==> config.mk <==
export PLATFORM = sky130hd
export DESIGN_NAME = touch_panel_rx_deframer_controller_flat
export DESIGN_NICKNAME = d
export VERILOG_FILES = /design/src/rtl/tprd_pkg.sv /design/src/rtl/tprd_if.sv /design/src/rtl/tprd_deframer.sv /design/src/rtl/tprd_ctrl.sv /design/src/rtl/touch_panel_rx_deframer_controller.sv /design/src/flat_wrapper.sv
export SDC_FILE = /design/constraint.sdc
export NUM_CORES = 1
export LEC_CHECK = 0
export BUFFER_PORTS_ARGS = -buffer_cell sky130_fd_sc_hd__buf_2
export CAP_MARGIN = 20
export CORE_ASPECT_RATIO = 0.7
export CORE_MARGIN = 5
export CORE_UTILIZATION = 60
export CTS_BUF_LIST = sky130_fd_sc_hd__clkbuf_16
export CTS_CLUSTER_DIAMETER = 30
export DETAILED_ROUTE_END_ITERATION = 16
export PLACE_DENSITY_LB_ADDON = 0.08
export SETUP_SLACK_MARGIN = 0.4
export SLEW_MARGIN = 20
export SYNTH_ARGS = -nofsm -noshare
export SYNTH_HDL_FRONTEND = slang
export SYNTH_SLANG_ARGS = --single-unit
==> constraint.sdc <==
create_clock -name clk -period 4.35 [get_ports clk]
set_input_delay 0.87 -clock clk [delete_from_list [all_inputs] [get_ports clk]]
set_output_delay 0.87 -clock clk [all_outputs]
set_load 0.05 [all_outputs]
==> src/rtl/tprd_pkg.sv <==
`timescale 1ns / 1ps
// ----------------------------------------------------------------------------
// tprd_pkg
// Shared types and constants of the touch panel receive deframer.
// ----------------------------------------------------------------------------
package tprd_pkg;

  // Byte values on the panel link.
  localparam logic [7:0] BYTE_TERM    = 8'hFF;
  localparam logic [7:0] LEAD_TOUCH   = 8'h67;
  localparam logic [7:0] LEAD_PAGE    = 8'h66;
  localparam logic [7:0] LEAD_RESTART = 8'h88;

  // Only the first bytes of a packet are ever decoded.
  localparam int KEEP_BYTES = 6;

  // Packet lengths of the recognized packets.
  localparam int LEN_TOUCH   = 6;
  localparam int LEN_PAGE    = 2;
  localparam int LEN_RESTART = 1;

  // Button rectangles in panel coordinates.
  localparam logic [15:0] BTN_LEFT_X0  = 16'd590;
  localparam logic [15:0] BTN_LEFT_X1  = 16'd683;
  localparam logic [15:0] BTN_RIGHT_X0 = 16'd690;
  localparam logic [15:0] BTN_RIGHT_X1 = 16'd783;
  localparam logic [15:0] TIME_BTN_Y0  = 16'd332;
  localparam logic [15:0] TIME_BTN_Y1  = 16'd381;
  localparam logic [15:0] SPEC_BTN_Y0  = 16'd316;
  localparam logic [15:0] SPEC_BTN_Y1  = 16'd365;

  // Configuration register indexes.
  localparam logic CFG_TIME_REFRESH = 1'b0;
  localparam logic CFG_SPEC_REFRESH = 1'b1;

  // Page codes.
  localparam logic PAGE_TIME = 1'b0;
  localparam logic PAGE_SPEC = 1'b1;

  typedef enum logic [1:0] {
    KIND_NONE    = 2'd0,
    KIND_TOUCH   = 2'd1,
    KIND_PAGE    = 2'd2,
    KIND_RESTART = 2'd3
  } pkt_kind_t;

  // Events the deframer hands to the controller for one item.
  typedef struct packed {
    logic        done;
    logic        dropped;
    pkt_kind_t   kind;
    logic [15:0] touch_x;
    logic [15:0] touch_y;
    logic        touch_press;
    logic        page_ok;
    logic        page_bit;
  } frame_ev_t;

  // One result item.
  typedef struct packed {
    logic        packet_done;
    logic [1:0]  packet_kind;
    logic        packet_dropped;
    logic        shown_page;
    logic        hold_active;
    logic [1:0]  periods_shown;
    logic        redraw_pending;
    logic        request_page_readback;
    logic        refresh_hold_indicator;
    logic        draw_now;
    logic [31:0] packets_received;
  } result_t;

endpackage

==> src/rtl/tprd_if.sv <==
`timescale 1ns / 1ps
// ----------------------------------------------------------------------------
// tprd_if
// Valid/ready channels for input items and result items.
// ----------------------------------------------------------------------------
interface tprd_item_if;
  logic       valid;
  logic       ready;
  logic       req_type;
  logic [7:0] rx_byte;

  modport source (output valid, output req_type, output rx_byte, input ready);
  modport sink   (input valid, input req_type, input rx_byte, output ready);
endinterface

interface tprd_result_if;
  logic        valid;
  logic        ready;
  logic        packet_done;
  logic [1:0]  packet_kind;
  logic        packet_dropped;
  logic        shown_page;
  logic        hold_active;
  logic [1:0]  periods_shown;
  logic        redraw_pending;
  logic        request_page_readback;
  logic        refresh_hold_indicator;
  logic        draw_now;
  logic [31:0] packets_received;

  modport source (
    output valid, output packet_done, output packet_kind, output packet_dropped,
    output shown_page, output hold_active, output periods_shown,
    output redraw_pending, output request_page_readback,
    output refresh_hold_indicator, output draw_now, output packets_received,
    input ready
  );
  modport sink (
    input valid, input packet_done, input packet_kind, input packet_dropped,
    input shown_page, input hold_active, input periods_shown,
    input redraw_pending, input request_page_readback,
    input refresh_hold_indicator, input draw_now, input packets_received,
    output ready
  );
endinterface

==> src/rtl/tprd_deframer.sv <==
`timescale 1ns / 1ps
// ----------------------------------------------------------------------------
// tprd_deframer
// Collects panel bytes into packets ended by three 0xFF bytes and classifies
// a completed packet.
// ----------------------------------------------------------------------------
module tprd_deframer #(
  parameter int PACKET_BYTES = 16
) (
  input  logic              clk,
  input  logic              rst,
  input  logic              advance,
  input  logic              req_type,
  input  logic [7:0]        rx_byte,
  output tprd_pkg::frame_ev_t ev
);
  import tprd_pkg::*;

  localparam int LW = $clog2(PACKET_BYTES + 1);

  logic [LW-1:0] len, len_next;
  logic [1:0]    run, run_next;
  logic [7:0]    pbyte [KEEP_BYTES];
  logic          slot_we    [KEEP_BYTES];
  logic [7:0]    slot_wdata [KEEP_BYTES];

  logic [LW:0]   len_ext, sum_ff, len_ff;
  logic          is_byte, is_term;

  always_comb begin
    is_byte = !req_type;
    is_term = (rx_byte == BYTE_TERM);
    len_ext = {1'b0, len};
    sum_ff  = len_ext + {{(LW - 1){1'b0}}, run};
    // Pending 0xFF bytes beyond the end of the buffer are lost.
    len_ff  = (sum_ff > (LW + 1)'(PACKET_BYTES)) ? (LW + 1)'(PACKET_BYTES) : sum_ff;

    ev             = '0;
    ev.touch_x     = {pbyte[1], pbyte[2]};
    ev.touch_y     = {pbyte[3], pbyte[4]};
    ev.touch_press = (pbyte[5] == 8'd0);
    ev.page_ok     = (pbyte[1][7:1] == 7'd0);
    ev.page_bit    = pbyte[1][0];

    len_next = len;
    run_next = run;
    for (int k = 0; k < KEEP_BYTES; k++) begin
      slot_we[k]    = 1'b0;
      slot_wdata[k] = rx_byte;
    end

    if (is_byte) begin
      if (is_term) begin
        if (run == 2'd2) begin
          ev.done  = 1'b1;
          len_next = '0;
          run_next = '0;
          if (len == LW'(LEN_TOUCH) && pbyte[0] == LEAD_TOUCH) begin
            ev.kind = KIND_TOUCH;
          end else if (len == LW'(LEN_PAGE) && pbyte[0] == LEAD_PAGE) begin
            ev.kind = KIND_PAGE;
          end else if (len == LW'(LEN_RESTART) && pbyte[0] == LEAD_RESTART) begin
            ev.kind = KIND_RESTART;
          end else begin
            ev.kind = KIND_NONE;
          end
        end else begin
          run_next = run + 2'd1;
        end
      end else begin
        // Flush the held 0xFF bytes as data, then place the byte itself.
        for (int k = 0; k < KEEP_BYTES; k++) begin
          if (run != 2'd0 && len_ext == (LW + 1)'(k)) begin
            slot_we[k]    = 1'b1;
            slot_wdata[k] = BYTE_TERM;
          end else if (run == 2'd2 && len_ext + (LW + 1)'(1) == (LW + 1)'(k)) begin
            slot_we[k]    = 1'b1;
            slot_wdata[k] = BYTE_TERM;
          end else if (len_ff == (LW + 1)'(k)) begin
            slot_we[k]    = 1'b1;
            slot_wdata[k] = rx_byte;
          end
        end
        run_next = '0;
        if (len_ff < (LW + 1)'(PACKET_BYTES)) begin
          len_next = LW'(len_ff + (LW + 1)'(1));
        end else begin
          len_next   = '0;
          ev.dropped = 1'b1;
        end
      end
    end
  end

  always_ff @(posedge clk) begin
    if (rst) begin
      len <= '0;
      run <= '0;
    end else if (advance) begin
      len <= len_next;
      run <= run_next;
    end
  end

  always_ff @(posedge clk) begin
    for (int k = 0; k < KEEP_BYTES; k++) begin
      if (advance && slot_we[k]) begin
        pbyte[k] <= slot_wdata[k];
      end
    end
  end

endmodule

==> src/rtl/tprd_ctrl.sv <==
`timescale 1ns / 1ps
// ----------------------------------------------------------------------------
// tprd_ctrl
// Page, hold and period state, touch buttons, refresh divider and packet
// counter; forms the result of each item.
// ----------------------------------------------------------------------------
module tprd_ctrl (
  input  logic              clk,
  input  logic              rst,
  input  logic              advance,
  input  logic              tick,
  input  tprd_pkg::frame_ev_t ev,
  input  logic [7:0]        time_refresh,
  input  logic [7:0]        spec_refresh,
  output tprd_pkg::result_t res_next
);
  import tprd_pkg::*;

  logic        page, page_next;
  logic        hold, hold_next;
  logic [1:0]  period, period_next;
  logic        redraw, redraw_next;
  logic [7:0]  cnt, cnt_next;
  logic [31:0] counter, counter_next;

  logic        readback, hold_ind, draw;
  logic [7:0]  cnt_inc, refresh_sel;
  logic        x_left, x_right, y_time, y_spec;

  always_comb begin
    x_left  = ev.touch_x >= BTN_LEFT_X0  && ev.touch_x <= BTN_LEFT_X1;
    x_right = ev.touch_x >= BTN_RIGHT_X0 && ev.touch_x <= BTN_RIGHT_X1;
    y_time  = ev.touch_y >= TIME_BTN_Y0  && ev.touch_y <= TIME_BTN_Y1;
    y_spec  = ev.touch_y >= SPEC_BTN_Y0  && ev.touch_y <= SPEC_BTN_Y1;

    cnt_inc     = cnt + 8'd1;
    refresh_sel = (page == PAGE_TIME) ? time_refresh : spec_refresh;

    page_next    = page;
    hold_next    = hold;
    period_next  = period;
    redraw_next  = redraw;
    cnt_next     = cnt;
    counter_next = counter;
    readback     = 1'b0;
    hold_ind     = 1'b0;
    draw         = 1'b0;

    if (ev.done) begin
      counter_next = counter + 32'd1;
      case (ev.kind)
        KIND_TOUCH: begin
          if (ev.touch_press) begin
            readback = 1'b1;
            if (page == PAGE_TIME) begin
              if (x_left && y_time) begin
                page_next   = PAGE_SPEC;
                redraw_next = 1'b1;
                cnt_next    = '0;
              end else if (x_right && y_time) begin
                period_next = (period == 2'd1) ? 2'd3 : 2'd1;
                redraw_next = 1'b1;
                cnt_next    = '0;
              end
            end else begin
              if (x_left && y_spec) begin
                page_next   = PAGE_TIME;
                hold_next   = 1'b0;
                redraw_next = 1'b1;
                cnt_next    = '0;
              end else if (x_right && y_spec) begin
                hold_next = !hold;
                hold_ind  = 1'b1;
                // Releasing the hold repaints the page.
                if (hold) begin
                  redraw_next = 1'b1;
                  cnt_next    = '0;
                end
              end
            end
          end
        end
        KIND_PAGE: begin
          if (ev.page_ok) begin
            page_next = ev.page_bit;
            if (ev.page_bit == PAGE_TIME) begin
              hold_next = 1'b0;
            end
            redraw_next = 1'b1;
            cnt_next    = '0;
          end
        end
        KIND_RESTART: begin
          page_next   = PAGE_TIME;
          hold_next   = 1'b0;
          redraw_next = 1'b1;
          cnt_next    = '0;
        end
        default: begin
        end
      endcase
    end else if (tick && !(hold && page == PAGE_SPEC)) begin
      if (redraw || !(cnt_inc < refresh_sel)) begin
        cnt_next    = '0;
        redraw_next = 1'b0;
        draw        = 1'b1;
      end else begin
        cnt_next = cnt_inc;
      end
    end

    res_next.packet_done            = ev.done;
    res_next.packet_kind            = ev.done ? ev.kind : KIND_NONE;
    res_next.packet_dropped         = ev.dropped;
    res_next.shown_page             = page_next;
    res_next.hold_active            = hold_next;
    res_next.periods_shown          = period_next;
    res_next.redraw_pending         = redraw_next;
    res_next.request_page_readback  = readback;
    res_next.refresh_hold_indicator = hold_ind;
    res_next.draw_now               = draw;
    res_next.packets_received       = counter_next;
  end

  always_ff @(posedge clk) begin
    if (rst) begin
      page    <= PAGE_TIME;
      hold    <= 1'b0;
      period  <= 2'd1;
      redraw  <= 1'b1;
      cnt     <= '0;
      counter <= '0;
    end else if (advance) begin
      page    <= page_next;
      hold    <= hold_next;
      period  <= period_next;
      redraw  <= redraw_next;
      cnt     <= cnt_next;
      counter <= counter_next;
    end
  end

endmodule

==> src/rtl/touch_panel_rx_deframer_controller.sv <==
`timescale 1ns / 1ps
// ----------------------------------------------------------------------------
// touch_panel_rx_deframer_controller
// Receive deframer and touch controller for a serial display panel.
// ----------------------------------------------------------------------------
// Each input item is either a received panel byte or a measurement frame
// tick, and each produces exactly one result item. An accepted item is held
// in the input register; one pass of compare and update logic then advances
// the packet state and the display state and loads the result register
// once that register is empty or its content is being transferred out. The
// block takes one item per clock cycle while results are taken out as they
// appear; an item passes through the input register and then the result
// register before its result can be transferred out. The input side keeps
// accepting while a result waits, and stalls only when both registers are full and
// the waiting result is not being transferred out in that cycle.
// Packets end with three 0xFF bytes; shorter 0xFF runs followed by another
// byte are kept as data. Only the first six bytes of a packet are stored,
// since no recognized packet is longer; the length counter still runs to
// PACKET_BYTES so that overflow drops the packet as specified. The two
// refresh registers are written through the cfg port and must only change
// while no item is in flight.
// ----------------------------------------------------------------------------
module touch_panel_rx_deframer_controller #(
  parameter int PACKET_BYTES = 16
) (
  input  logic       clk,
  input  logic       rst,
  input  logic       cfg_we,
  input  logic       cfg_index,
  input  logic [7:0] cfg_data,
  tprd_item_if.sink    item,
  tprd_result_if.source result
);
  import tprd_pkg::*;

  // Refresh divider registers.
  logic [7:0] time_refresh;
  logic [7:0] spec_refresh;

  // Input register stage.
  logic       in_valid;
  logic       in_req_type;
  logic [7:0] in_rx_byte;

  // Result register stage.
  logic       out_valid;
  result_t    res;
  result_t    res_next;

  frame_ev_t  ev;
  logic       advance;

  // The held item moves to the result register whenever that register is
  // empty or its content is being transferred out in this cycle.
  assign advance    = in_valid && (!out_valid || result.ready);
  assign item.ready = !in_valid || advance;

  always_ff @(posedge clk) begin
    if (rst) begin
      time_refresh <= 8'd20;
      spec_refresh <= 8'd10;
    end else if (cfg_we) begin
      case (cfg_index)
        CFG_TIME_REFRESH: time_refresh <= cfg_data;
        CFG_SPEC_REFRESH: spec_refresh <= cfg_data;
        default: begin
        end
      endcase
    end
  end

  always_ff @(posedge clk) begin
    if (rst) begin
      in_valid <= 1'b0;
    end else if (item.valid && item.ready) begin
      in_valid <= 1'b1;
    end else if (advance) begin
      in_valid <= 1'b0;
    end
  end

  always_ff @(posedge clk) begin
    if (item.valid && item.ready) begin
      in_req_type <= item.req_type;
      in_rx_byte  <= item.rx_byte;
    end
  end

  tprd_deframer #(
    .PACKET_BYTES (PACKET_BYTES)
  ) u_deframer (
    .clk      (clk),
    .rst      (rst),
    .advance  (advance),
    .req_type (in_req_type),
    .rx_byte  (in_rx_byte),
    .ev       (ev)
  );

  tprd_ctrl u_ctrl (
    .clk          (clk),
    .rst          (rst),
    .advance      (advance),
    .tick         (in_req_type),
    .ev           (ev),
    .time_refresh (time_refresh),
    .spec_refresh (spec_refresh),
    .res_next     (res_next)
  );

  always_ff @(posedge clk) begin
    if (rst) begin
      out_valid <= 1'b0;
    end else if (advance) begin
      out_valid <= 1'b1;
    end else if (result.ready) begin
      out_valid <= 1'b0;
    end
  end

  always_ff @(posedge clk) begin
    if (advance) begin
      res <= res_next;
    end
  end

  assign result.valid                  = out_valid;
  assign result.packet_done            = res.packet_done;
  assign result.packet_kind            = res.packet_kind;
  assign result.packet_dropped         = res.packet_dropped;
  assign result.shown_page             = res.shown_page;
  assign result.hold_active            = res.hold_active;
  assign result.periods_shown          = res.periods_shown;
  assign result.redraw_pending         = res.redraw_pending;
  assign result.request_page_readback  = res.request_page_readback;
  assign result.refresh_hold_indicator = res.refresh_hold_indicator;
  assign result.draw_now               = res.draw_now;
  assign result.packets_received       = res.packets_received;

endmodule
==> src/flat_wrapper.sv <==
// flat-port wrapper written by rule: the top's interface ports become plain ports
module touch_panel_rx_deframer_controller_flat import tprd_pkg::*;
#(
  parameter int PACKET_BYTES = 16
)
  (clk, rst, cfg_we, cfg_index, cfg_data, item_valid, item_req_type, item_rx_byte, item_ready, result_valid, result_packet_done, result_packet_kind, result_packet_dropped, result_shown_page, result_hold_active, result_periods_shown, result_redraw_pending, result_request_page_readback, result_refresh_hold_indicator, result_draw_now, result_packets_received, result_ready);
  tprd_item_if item_i ();
  tprd_result_if result_i ();
  input  logic clk;
  input  logic rst;
  input  logic cfg_we;
  input  logic cfg_index;
  input  logic [7:0] cfg_data;
  input wire logic [$bits(item_i.valid)-1:0] item_valid;
  input wire logic [$bits(item_i.req_type)-1:0] item_req_type;
  input wire logic [$bits(item_i.rx_byte)-1:0] item_rx_byte;
  output wire logic [$bits(item_i.ready)-1:0] item_ready;
  output wire logic [$bits(result_i.valid)-1:0] result_valid;
  output wire logic [$bits(result_i.packet_done)-1:0] result_packet_done;
  output wire logic [$bits(result_i.packet_kind)-1:0] result_packet_kind;
  output wire logic [$bits(result_i.packet_dropped)-1:0] result_packet_dropped;
  output wire logic [$bits(result_i.shown_page)-1:0] result_shown_page;
  output wire logic [$bits(result_i.hold_active)-1:0] result_hold_active;
  output wire logic [$bits(result_i.periods_shown)-1:0] result_periods_shown;
  output wire logic [$bits(result_i.redraw_pending)-1:0] result_redraw_pending;
  output wire logic [$bits(result_i.request_page_readback)-1:0] result_request_page_readback;
  output wire logic [$bits(result_i.refresh_hold_indicator)-1:0] result_refresh_hold_indicator;
  output wire logic [$bits(result_i.draw_now)-1:0] result_draw_now;
  output wire logic [$bits(result_i.packets_received)-1:0] result_packets_received;
  input wire logic [$bits(result_i.ready)-1:0] result_ready;
  assign item_i.valid = item_valid;
  assign item_i.req_type = item_req_type;
  assign item_i.rx_byte = item_rx_byte;
  assign item_ready = item_i.ready;
  assign result_valid = result_i.valid;
  assign result_packet_done = result_i.packet_done;
  assign result_packet_kind = result_i.packet_kind;
  assign result_packet_dropped = result_i.packet_dropped;
  assign result_shown_page = result_i.shown_page;
  assign result_hold_active = result_i.hold_active;
  assign result_periods_shown = result_i.periods_shown;
  assign result_redraw_pending = result_i.redraw_pending;
  assign result_request_page_readback = result_i.request_page_readback;
  assign result_refresh_hold_indicator = result_i.refresh_hold_indicator;
  assign result_draw_now = result_i.draw_now;
  assign result_packets_received = result_i.packets_received;
  assign result_i.ready = result_ready;
  touch_panel_rx_deframer_controller #(.PACKET_BYTES(PACKET_BYTES)) u_core (.clk(clk), .rst(rst), .cfg_we(cfg_we), .cfg_index(cfg_index), .cfg_data(cfg_data), .item(item_i), .result(result_i));
endmodule
==> impl_metrics.csv, run 1 <==
group,metric,value,unit
run_status,status,"finished clean",
drt,initialDrtViolationCount,574,
critical_path,required,4.40,ns
global_routing,grt_pass1_vias,5667,
global_routing,grt_pass1_wl,29000,um
synth,synth.distinct_cells,63,
synth,ys_seq_area_frac,0.546,
timing,tns,0,ns
critical_path,crit_path_end_kind,"flip-flop",
clock_tree,cts_root_buf,"clkbuf_16",
critical_path,r2r_start,"u_core.u_deframer.len[0]",
drt,dr.pass1.iters,5,
critical_path,startpoint_type,"flip-flop",
clock_tree,insertion_delay,0.42,ns
global_routing,grt_antenna_before_repair,0,
floorplan,initial_utilization,0.610,
global_routing,overflow,0,
cells_and_area,drive_above_1_share,0.201,
synth,syn_area_per_cell,10.5,um^2
global_routing,gr-usage-met2,0.325,
timing,max_freq,285,MHz
clock_tree,cts_buffers,17,
floorplan,rows,35,
cells_and_area,final_net_count,862,
cells_and_area,layout_commonest_cell,"edfxtp_1",
worst_hold_path,min_from,"u_core.time_refresh[0]",
critical_path,path_class,"flip-flop to flip-flop",
critical_path,critPathMaxFanout,11,
clock_tree,cts_max_level,4,
worst_hold_path,hp-class,"flip-flop to flip-flop",
job,drv_cap,0,
synth,syn-cell-area,8020,um^2
timing,max_slew_margin,0.406,
clock_tree,cts_num_sinks,169,
drt,viasPerCell,5.91,
worst_hold_path,holdPathEnd,"u_core.time_refresh[0]",
timing,period_minus_slack,3.50,ns
floorplan,die_y,107,um
placement,finalWeightedCongestion,0.862,
power_and_ir_drop,p_sw,0.825,mW
global_routing,grtUsageMet3,0.0579,
power_and_ir_drop,clock_power_share,0.426,
clock_tree,clk_path_buf_depth,2,
power_and_ir_drop,p_leak,3.27,nW
drt,vias,5917,
clock_tree,ctsHoldBuffers,0,
synth,synth-main-ff-cell,"edfxtp_1",
critical_path,rr_endpoint,"u_core.u_deframer.pbyte[0][4]",
critical_path,rrSetupSlack,0.85,ns
cells_and_area,syn_to_final_growth,13.1,%
synth,ys_warn_count,0,
drt,drc,0,
critical_path,cp.arrival,3.55,ns
global_routing,track_usage,0.231,
clock_tree,path_clk_slew,0.06,ns
clock_tree,cts_resized,0,
drt,routed_wl,17600,um
floorplan,die-area,15800,um^2
clock_tree,post-cts-setup-buffer-count,0,
placement,dp_hpwl,12600,um
cells_and_area,layout_common_cells,"edfxtp_1, nor2_1, nand2_1",
clock_tree,cts_tree,"done",
power_and_ir_drop,p_sw_frac,0.241,
timing,setup_viol,0,
power_and_ir_drop,power_density,378,nW/um^2
timing,finalClockSkew,0.0113,ns
timing,hold_viol_final,0,
synth,synth-seq-cells,169,
synth,synth_top_cells_by_area,"edfxtp_1, dfxtp_1, xnor2_1",
timing,slew_viol_final,0,
timing,max_slew.worst_pin.slew,0.889,ns
worst_hold_path,worstHoldPathCells,2,
power_and_ir_drop,power_frac_comb,0.061,
power_and_ir_drop,internal_power,2.60,mW
drt,drtAntennaViolNets,0,
synth,synth_edf_count,99,
synth,synth_top_area_cell,"edfxtp_1",
timing,min_period_over_period,0.805,
critical_path,r2r_cells,8,
floorplan,coreArea,13100,um^2
floorplan,dieWidth,148,um
power_and_ir_drop,p_total,3.43,mW
cells_and_area,antenna_cells,0,
synth,syn_inst,760,
timing,rsz0062_at_grt,"no",
global_routing,met1_usage,0.352,
power_and_ir_drop,p_seq_frac,0.513,
drt,post_drt_wl_per_cell,17.6,um
floorplan,ioPinCount,69,
synth,async_flop_share,0,
power_and_ir_drop,peakVddDrop,0.000310,V
global_routing,grt_max_degree,46,
synth,synth_top_area_frac,0.371,
global_routing,top_usage_layer,"met1",
synth,syn-num-nets,799,
placement,portBuffers,68,
## power by group through the flow
stage	Clock [mW]	Sequential [mW]	Combinational, mW
floorplan	0	1.85	0.0876
global placement	0	1.79	0.204
detailed placement	0	1.79	0.209
CTS	1.49	1.76	0.209
global route	1.56	1.76	0.224
finish	1.46	1.76	0.208
## worst max-delay path by stage
stage	startpoint	to	slack, ns	depth (start not counted)
after floorplan	result_ready	u_core.u_ctrl.cnt[1]	0.93	7
after global placement	u_core.u_deframer.len[0]	u_core.u_deframer.pbyte[0][5]	1.13	8
after detailed placement	u_core.u_deframer.len[0]	u_core.u_deframer.pbyte[0][4]	0.97	8
after CTS	u_core.u_deframer.len[0]	u_core.u_deframer.pbyte[0][5]	0.90	8
after global routing	u_core.u_deframer.len[0]	u_core.u_deframer.pbyte[0][4]	0.63	8
final	u_core.u_deframer.len[0]	u_core.u_deframer.pbyte[0][4]	0.85	8
## critical path, stage by stage (launching register included)
cell and delay [ns]:
dfxtp_1 0.41, ha_1 0.29, fa_1 0.46, and3_1 0.20, or2_2 0.31, nand2_1 0.16
nor3b_1 0.51, nand2_1 0.10, a21oi_1 0.68
## stage by stage
stage	setup slack, ns	area [um^2]	std cells	utilization	hold WS, ns
2_1_floorplan	0.926	8020	760	-	0.423
3_3_place_gp	1.13	8480	970	0.646	0.440
3_5_place_dp	0.967	8480	970	0.646	0.445
4_1_cts	0.902	9060	1002	0.690	0.454
5_1_grt	0.631	9060	1002	0.690	0.484
6_report	0.846	9060	1002	0.690	0.456
## cell families (layout without fill, tap and decap cells)
family	after synthesis	after routing	synth area share
AND/OR/NAND/NOR	355	355	0.240
buffers and inverters	41	117	0.0197
adder cells (fa/ha/maj)	16	16	0.0259
multiplexers	10	10	0.0128
AO/OA/AOI/OAI	99	99	0.0790
XOR/XNOR	70	70	0.0765
flip-flops	169	169	0.546
## final cells by class
| cell class | count | area [um^2] |
|---|---|---|
| Clock inverter | 13 | 105 |
| Sequential cell | 169 | 4370 |
| Tap cell | 166 | 208 |
| Fill cell | 978 | 4080 |
| Inverter | 14 | 52.6 |
| Multi-Input combinational cell | 550 | 3480 |
| Clock buffer | 19 | 475 |
| Timing Repair Buffer | 71 | 363 |
## per-layer routing
layer | routed length, um | vias up
li1 | - | 2839
met2 | 7430 | 240
met4 | 224 | 0
met1 | 8550 | 2812
met5 | 0 | -
met3 | 1430 | 26
## state kept, by name, indices dropped and copies added, names as in the netlist, 5 cells and up
signal	count
u_core.u_ctrl.counter	32
u_core.u_ctrl.cnt	8
u_core.time_refresh	8
u_core.result.packets_received	32
u_core.u_deframer.len	5
u_core.in_rx_byte	8
u_core.u_deframer.pbyte	46
u_core.spec_refresh	8
## synthesized netlist by cell type (3+ instances only)
library cell,number
nor3b_1,3
mux2i_1,8
xor2_1,31
or4_1,8
o2bb2ai_1,7
nor2_1,80
a21oi_1,37
dfxtp_1,70
nand3b_1,6
buf_2,3
ha_1,15
nor4b_1,3
and2_1,6
nor4_1,6
and3_1,6
and4_1,5
nand4_1,14
clkbuf_1,21
nand2_1,78
buf_1,3
or2_2,50
inv_1,12
a22oi_1,4
nor3_1,18
o211ai_1,5
o21ai_0,19
edfxtp_1,99
or3_1,10
xnor2_1,39
nor2b_1,8
nor4_4,3
a211oi_1,6
nand3_1,19
nand2b_1,18
Power figures use the tool's default switching activity.
==> run 2: changes to the inputs <==
CORE_UTILIZATION = 54   (was 60)
clock period = 2.9 ns   (was 4.35 ns; I/O delays follow)
==> impl_metrics.csv, run 2 (synthesized netlist as in run 1, its figures left out) <==
group,metric,value,unit
global_routing,grt_pass1_vias,5755,
timing,max_slew.worst_pin.slew,0.666,ns
drt,drtAntennaViolNets,0,
global_routing,grt_max_degree,54,
cells_and_area,syn_to_final_growth,23.4,%
timing,slew_viol_final,0,
floorplan,die_y,112,um
clock_tree,cts_max_level,4,
placement,finalWeightedCongestion,0.947,
clock_tree,insertion_delay,0.43,ns
floorplan,ioPinCount,69,
timing,period_minus_slack,2.49,ns
power_and_ir_drop,peakVddDrop,0.000406,V
critical_path,cp_slowest_cell,"dfxtp_4",
critical_path,required,3.00,ns
drt,drc,0,
run_status,status,"finished clean",
timing,max_slew_margin,0.553,
global_routing,overflow,0,
global_routing,grt_antenna_before_repair,0,
power_and_ir_drop,p_leak,3.59,nW
timing,max_freq,401,MHz
cells_and_area,antenna_cells,0,
cells_and_area,multi_input_area,3880,um^2
global_routing,grt_pass1_wl,30200,um
cells_and_area,seqCellArea,4390,um^2
critical_path,crit_path_cell_trace,"ha_4 -> fa_2 -> and3_4 -> or2_4 -> nand2_4 -> nor3b_4 -> buf_6 -> nand2_2 -> a21oi_4",
floorplan,initial_utilization,0.548,
critical_path,r2r_cells,9,
timing,min_period_over_period,0.859,
critical_path,cp.arrival,2.60,ns
timing,setup_viol,0,
clock_tree,cts_num_sinks,169,
cells_and_area,final_net_count,909,
clock_tree,cts_tree,"done",
clock_tree,cts_buffers,17,
cells_and_area,top_register,"u_core.u_deframer.pbyte",
timing,tns,0,ns
global_routing,track_usage,0.220,
critical_path,startpoint_type,"flip-flop",
floorplan,die-area,17400,um^2
clock_tree,ctsHoldBuffers,0,
critical_path,crit_path_end_kind,"flip-flop",
floorplan,coreArea,14600,um^2
drt,routed_wl,18800,um
drt,initialDrtViolationCount,468,
critical_path,path_class,"flip-flop to flip-flop",
timing,fin_ws,0.408,ns
timing,finalClockSkew,0.0102,ns
power_and_ir_drop,power_density,524,nW/um^2
cells_and_area,fillers,1142,
floorplan,rows,37,
clock_tree,cts_root_buf,"clkbuf_16",
floorplan,dieWidth,156,um
drt,vias,6069,
timing,hold_viol_final,0,
placement,portBuffers,68,
cells_and_area,layout_commonest_cell,"edfxtp_1",
cells_and_area,largest_reg_flops,46,
drt,dr.pass1.iters,8,
critical_path,slowest_delay,0.37,ns
placement,pre_cts_ws,0.0934,ns
worst_hold_path,worstHoldPathCells,1,
clock_tree,path_clk_slew,0.06,ns
clock_tree,clk_path_buf_depth,2,
timing,rsz0062_at_grt,"yes",
critical_path,critPathMaxFanout,8,
placement,dp_hpwl,13300,um
drt,post_drt_wl_per_cell,17.4,um
job,drv_cap,0,
cells_and_area,drive_above_1_share,0.315,
cells_and_area,layout_common_cells,"edfxtp_1, nand2_1, nor2_1",
worst_hold_path,hp-class,"primary input to flip-flop",
drt,viasPerCell,5.63,
power_and_ir_drop,p_total,5.19,mW
-- run 2: cell types whose count changed in the layout (fill, tap and decap cells not counted), moves of 6 or more --
cell and change:
a21oi_1 -6, ha_1 -6, nor2_1 -8, dfxtp_1 -9, buf_4 +43, dfxtp_2 +7
-- run 2: power breakdown --
part / leakage, nW / internal (mW) / total (mW) / switching, mW
sequential: 1.46 / 2.59 / 2.62 / 0.0276
clock: 0.304 / 1.28 / 2.20 / 0.919
combinational: 1.82 / 0.116 / 0.371 / 0.255
total: 3.59 / 3.98 / 5.19 / 1.20
-- run 2: area by class of cell --
class,count,share of cell area
Clock buffer,19,0.0481
Clock inverter,13,0.0105
Sequential cell,169,0.444
Inverter,14,0.00658
Multi-Input combinational cell,550,0.392
Timing Repair Buffer,118,0.0739
Tap cell,195,0.0247
-- run 2: critical path, delay by kind of cell (launching register included) --
family,cells,cell delay (ns)
buffers and inverters,1,0.16
and+or+nand+nor,5,0.83
adders and majority gates,2,0.50
DFF,1,0.37
AOI/OAI and AO/OA,1,0.30
-- run 2: what timing repair did --
| action | 4_1_cts | 5_1_grt |
|---|---|---|
| gates cloned | 0 | 0 |
| hold endpoints to repair | 0 | 0 |
| setup buffers | 13 | 10 |
| pin swaps | 18 | 26 |
| gates resized for setup | 31 | 57 |
| endpoints found under the setup margin | 85 | 94 |
-- run 2: worst paths after layout --
kind	from	endpoint	slack, ns
worst min-delay path	item_rx_byte[6]	u_core.in_rx_byte[6]	0.32
worst max register to register	u_core.u_deframer.run[0]	u_core.u_deframer.pbyte[0][2]	0.41
worst max-delay path	u_core.u_deframer.run[0]	u_core.u_deframer.pbyte[0][2]	0.41
worst min register to register	u_core.time_refresh[1]	u_core.time_refresh[1]	0.45
-- run 2: per-stage QoR --
| stage | hold slack [ns] | util | instance area (um^2) | std cells |
|---|---|---|---|---|
| 4_1_cts | 0.302 | 0.653 | 9560 | 1068 |
| 3_5_place_dp | 0.446 | 0.598 | 8740 | 1023 |
| 2_1_floorplan | 0.423 | - | 8060 | 760 |
| 5_1_grt | 0.298 | 0.676 | 9890 | 1078 |
| 6_report | 0.322 | 0.676 | 9890 | 1078 |
| 3_3_place_gp | 0.436 | 0.598 | 8740 | 1023 |
-- run 2: metal layers --
layer | global-route usage | share of wire
met3 | 0.0559 | 0.069
met1 | 0.334 | 0.49
met5 | 0 | 0
met2 | 0.309 | 0.43
met4 | 0.0694 | 0.011
==> run 3: changes to the inputs <==
REMOVE_ABC_BUFFERS = 1   (was default)
==> impl_metrics.csv, run 3 (synthesized netlist as in run 1, its figures left out) <==
group,metric,value,unit
cells_and_area,seqCellArea,4400,um^2
global_routing,top_usage_layer,"met1",
drt,drc,0,
drt,drtAntennaViolNets,0,
floorplan,initial_utilization,0.548,
power_and_ir_drop,peakVddDrop,0.000403,V
clock_tree,cts_num_sinks,169,
critical_path,startpoint_type,"flip-flop",
clock_tree,cts_max_level,4,
clock_tree,clk_path_buf_depth,2,
floorplan,coreArea,14600,um^2
clock_tree,cts_root_buf,"clkbuf_16",
clock_tree,ctsHoldBuffers,0,
job,drv_cap,0,
drt,viasPerCell,5.66,
cells_and_area,largest_reg_flops,46,
placement,pre_cts_ws,-0.0391,ns
timing,slew_viol_final,0,
cells_and_area,antenna_cells,0,
global_routing,met1_usage,0.332,
global_routing,gr-usage-met2,0.310,
global_routing,overflow,0,
timing,hold_viol_final,0,
power_and_ir_drop,p_leak,3.55,nW
placement,finalWeightedCongestion,0.870,
placement,dp_hpwl,13300,um
timing,min_period_over_period,0.876,
cells_and_area,drive_above_1_share,0.304,
timing,max_slew.worst_pin.slew,0.861,ns
power_and_ir_drop,power_density,526,nW/um^2
cells_and_area,multi_input_area,3780,um^2
floorplan,die_y,112,um
floorplan,dieWidth,156,um
global_routing,grt_pass1_vias,5928,
global_routing,grt_pass1_wl,30200,um
timing,fin_ws,0.358,ns
floorplan,rows,37,
timing,max_slew_margin,0.411,
timing,max_freq,393,MHz
global_routing,grt_antenna_before_repair,0,
power_and_ir_drop,p_total,5.14,mW
cells_and_area,layout.cells.non_filler,1076,
timing,setup_viol,0,
drt,post_drt_wl_per_cell,17.5,um
cells_and_area,layout_common_cells,"edfxtp_1, nor2_1, nand2_1",
global_routing,grtUsageMet3,0.0571,
placement,place_area,8780,um^2
critical_path,path_class,"flip-flop to flip-flop",
cells_and_area,stdcell_area,9780,um^2
clock_tree,path_clk_slew,0.06,ns
cells_and_area,final_util,0.668,
drt,dr.pass1.iters,5,
drt,initialDrtViolationCount,474,
cells_and_area,final_net_count,907,
drt,routed_wl,18800,um
critical_path,cp.arrival,2.68,ns
floorplan,die-area,17400,um^2
critical_path,required,3.04,ns
timing,period_minus_slack,2.54,ns
floorplan,ioPinCount,69,
clock_tree,cts_tree,"done",
timing,finalClockSkew,0.00846,ns
global_routing,track_usage,0.220,
cells_and_area,layout_commonest_cell,"edfxtp_1",
critical_path,critPathMaxFanout,7,
drt,vias,6094,
clock_tree,cts_buffers,17,
critical_path,crit_path_end_kind,"flip-flop",
global_routing,grt_max_degree,41,
timing,rsz0062_at_grt,"yes",
clock_tree,insertion_delay,0.43,ns
worst_hold_path,hp-class,"primary input to flip-flop",
run_status,status,"finished clean",
cells_and_area,fillers,1156,
cells_and_area,syn_to_final_growth,22.0,%
placement,portBuffers,68,
placement,dpl.cell_count,1033,
cells_and_area,top_register,"u_core.u_deframer.pbyte",
run 3: changes by cell type in the layout (fill, tap and decap cells not counted), moves of 3 or more:
cell | previous run | this run
nor3_2 | 7 | 4
inv_6 | 1 | 4
inv_1 | 14 | 11
nor2_1 | 72 | 76
buf_4 | 46 | 41
clkinvlp_4 | 0 | 4
nor3_1 | 13 | 16
run 3: final timing paths:
path	start	to	slack, ns	cells past startpoint
worst max register to register	u_core.u_deframer.run[0]	u_core.u_deframer.pbyte[2][6]	0.36	11
worst max-delay path	u_core.u_deframer.run[0]	u_core.u_deframer.pbyte[2][6]	0.36	11
worst min-delay path	item_rx_byte[1]	u_core.in_rx_byte[1]	0.32	1
worst min register to register	u_core.time_refresh[0]	u_core.time_refresh[0]	0.46	2
run 3: critical path, cell delays in order, from the launching register on:
cell,delay (ns)
dfxtp_4,0.36
ha_4,0.16
fa_2,0.35
and3_4,0.19
or2_4,0.27
nand2_2,0.08
buf_6,0.10
nor3b_4,0.20
buf_6,0.15
a21oi_2,0.05
nor2_1,0.15
buf_4,0.19
run 3: power breakdown:
group	switching, mW	internal (mW)	total, mW	leakage, nW
clock	0.991	1.16	2.15	0.265
sequential	0.0268	2.59	2.62	1.47
combinational	0.252	0.118	0.370	1.82
run 3: layout make-up:
cell class	count	share of cell area
multi-input combinational	550	0.387
timing repair buffer	116	0.0756
clock buffer	18	0.0461
sequential	169	0.449
clock inverter	14	0.0119
tap	195	0.0249
inverter	14	0.00537
run 3: routing by layer:
layer | up-vias | routed length [um]
met2 | 227 | 8110
met4 | 0 | 214
met5 | - | 0
met1 | 2915 | 9010
li1 | 2929 | -
met3 | 23 | 1480
run 3: stage by stage:
stage / hold WS (ns) / TNS, ns
floorplan: 0.422 / -32.50
global placement: 0.440 / 0
detailed placement: 0.447 / -0.312
CTS: 0.306 / 0
global route: 0.307 / 0
finish: 0.322 / 0
run 3: repair_timing:
item | 4_1_cts | 5_1_grt
hold endpoints to repair | 0 | 0
buffers inserted | 5 | 6
gates resized for setup | 40 | 42
setup endpoints to repair | 87 | 82
pin swaps | 10 | 23
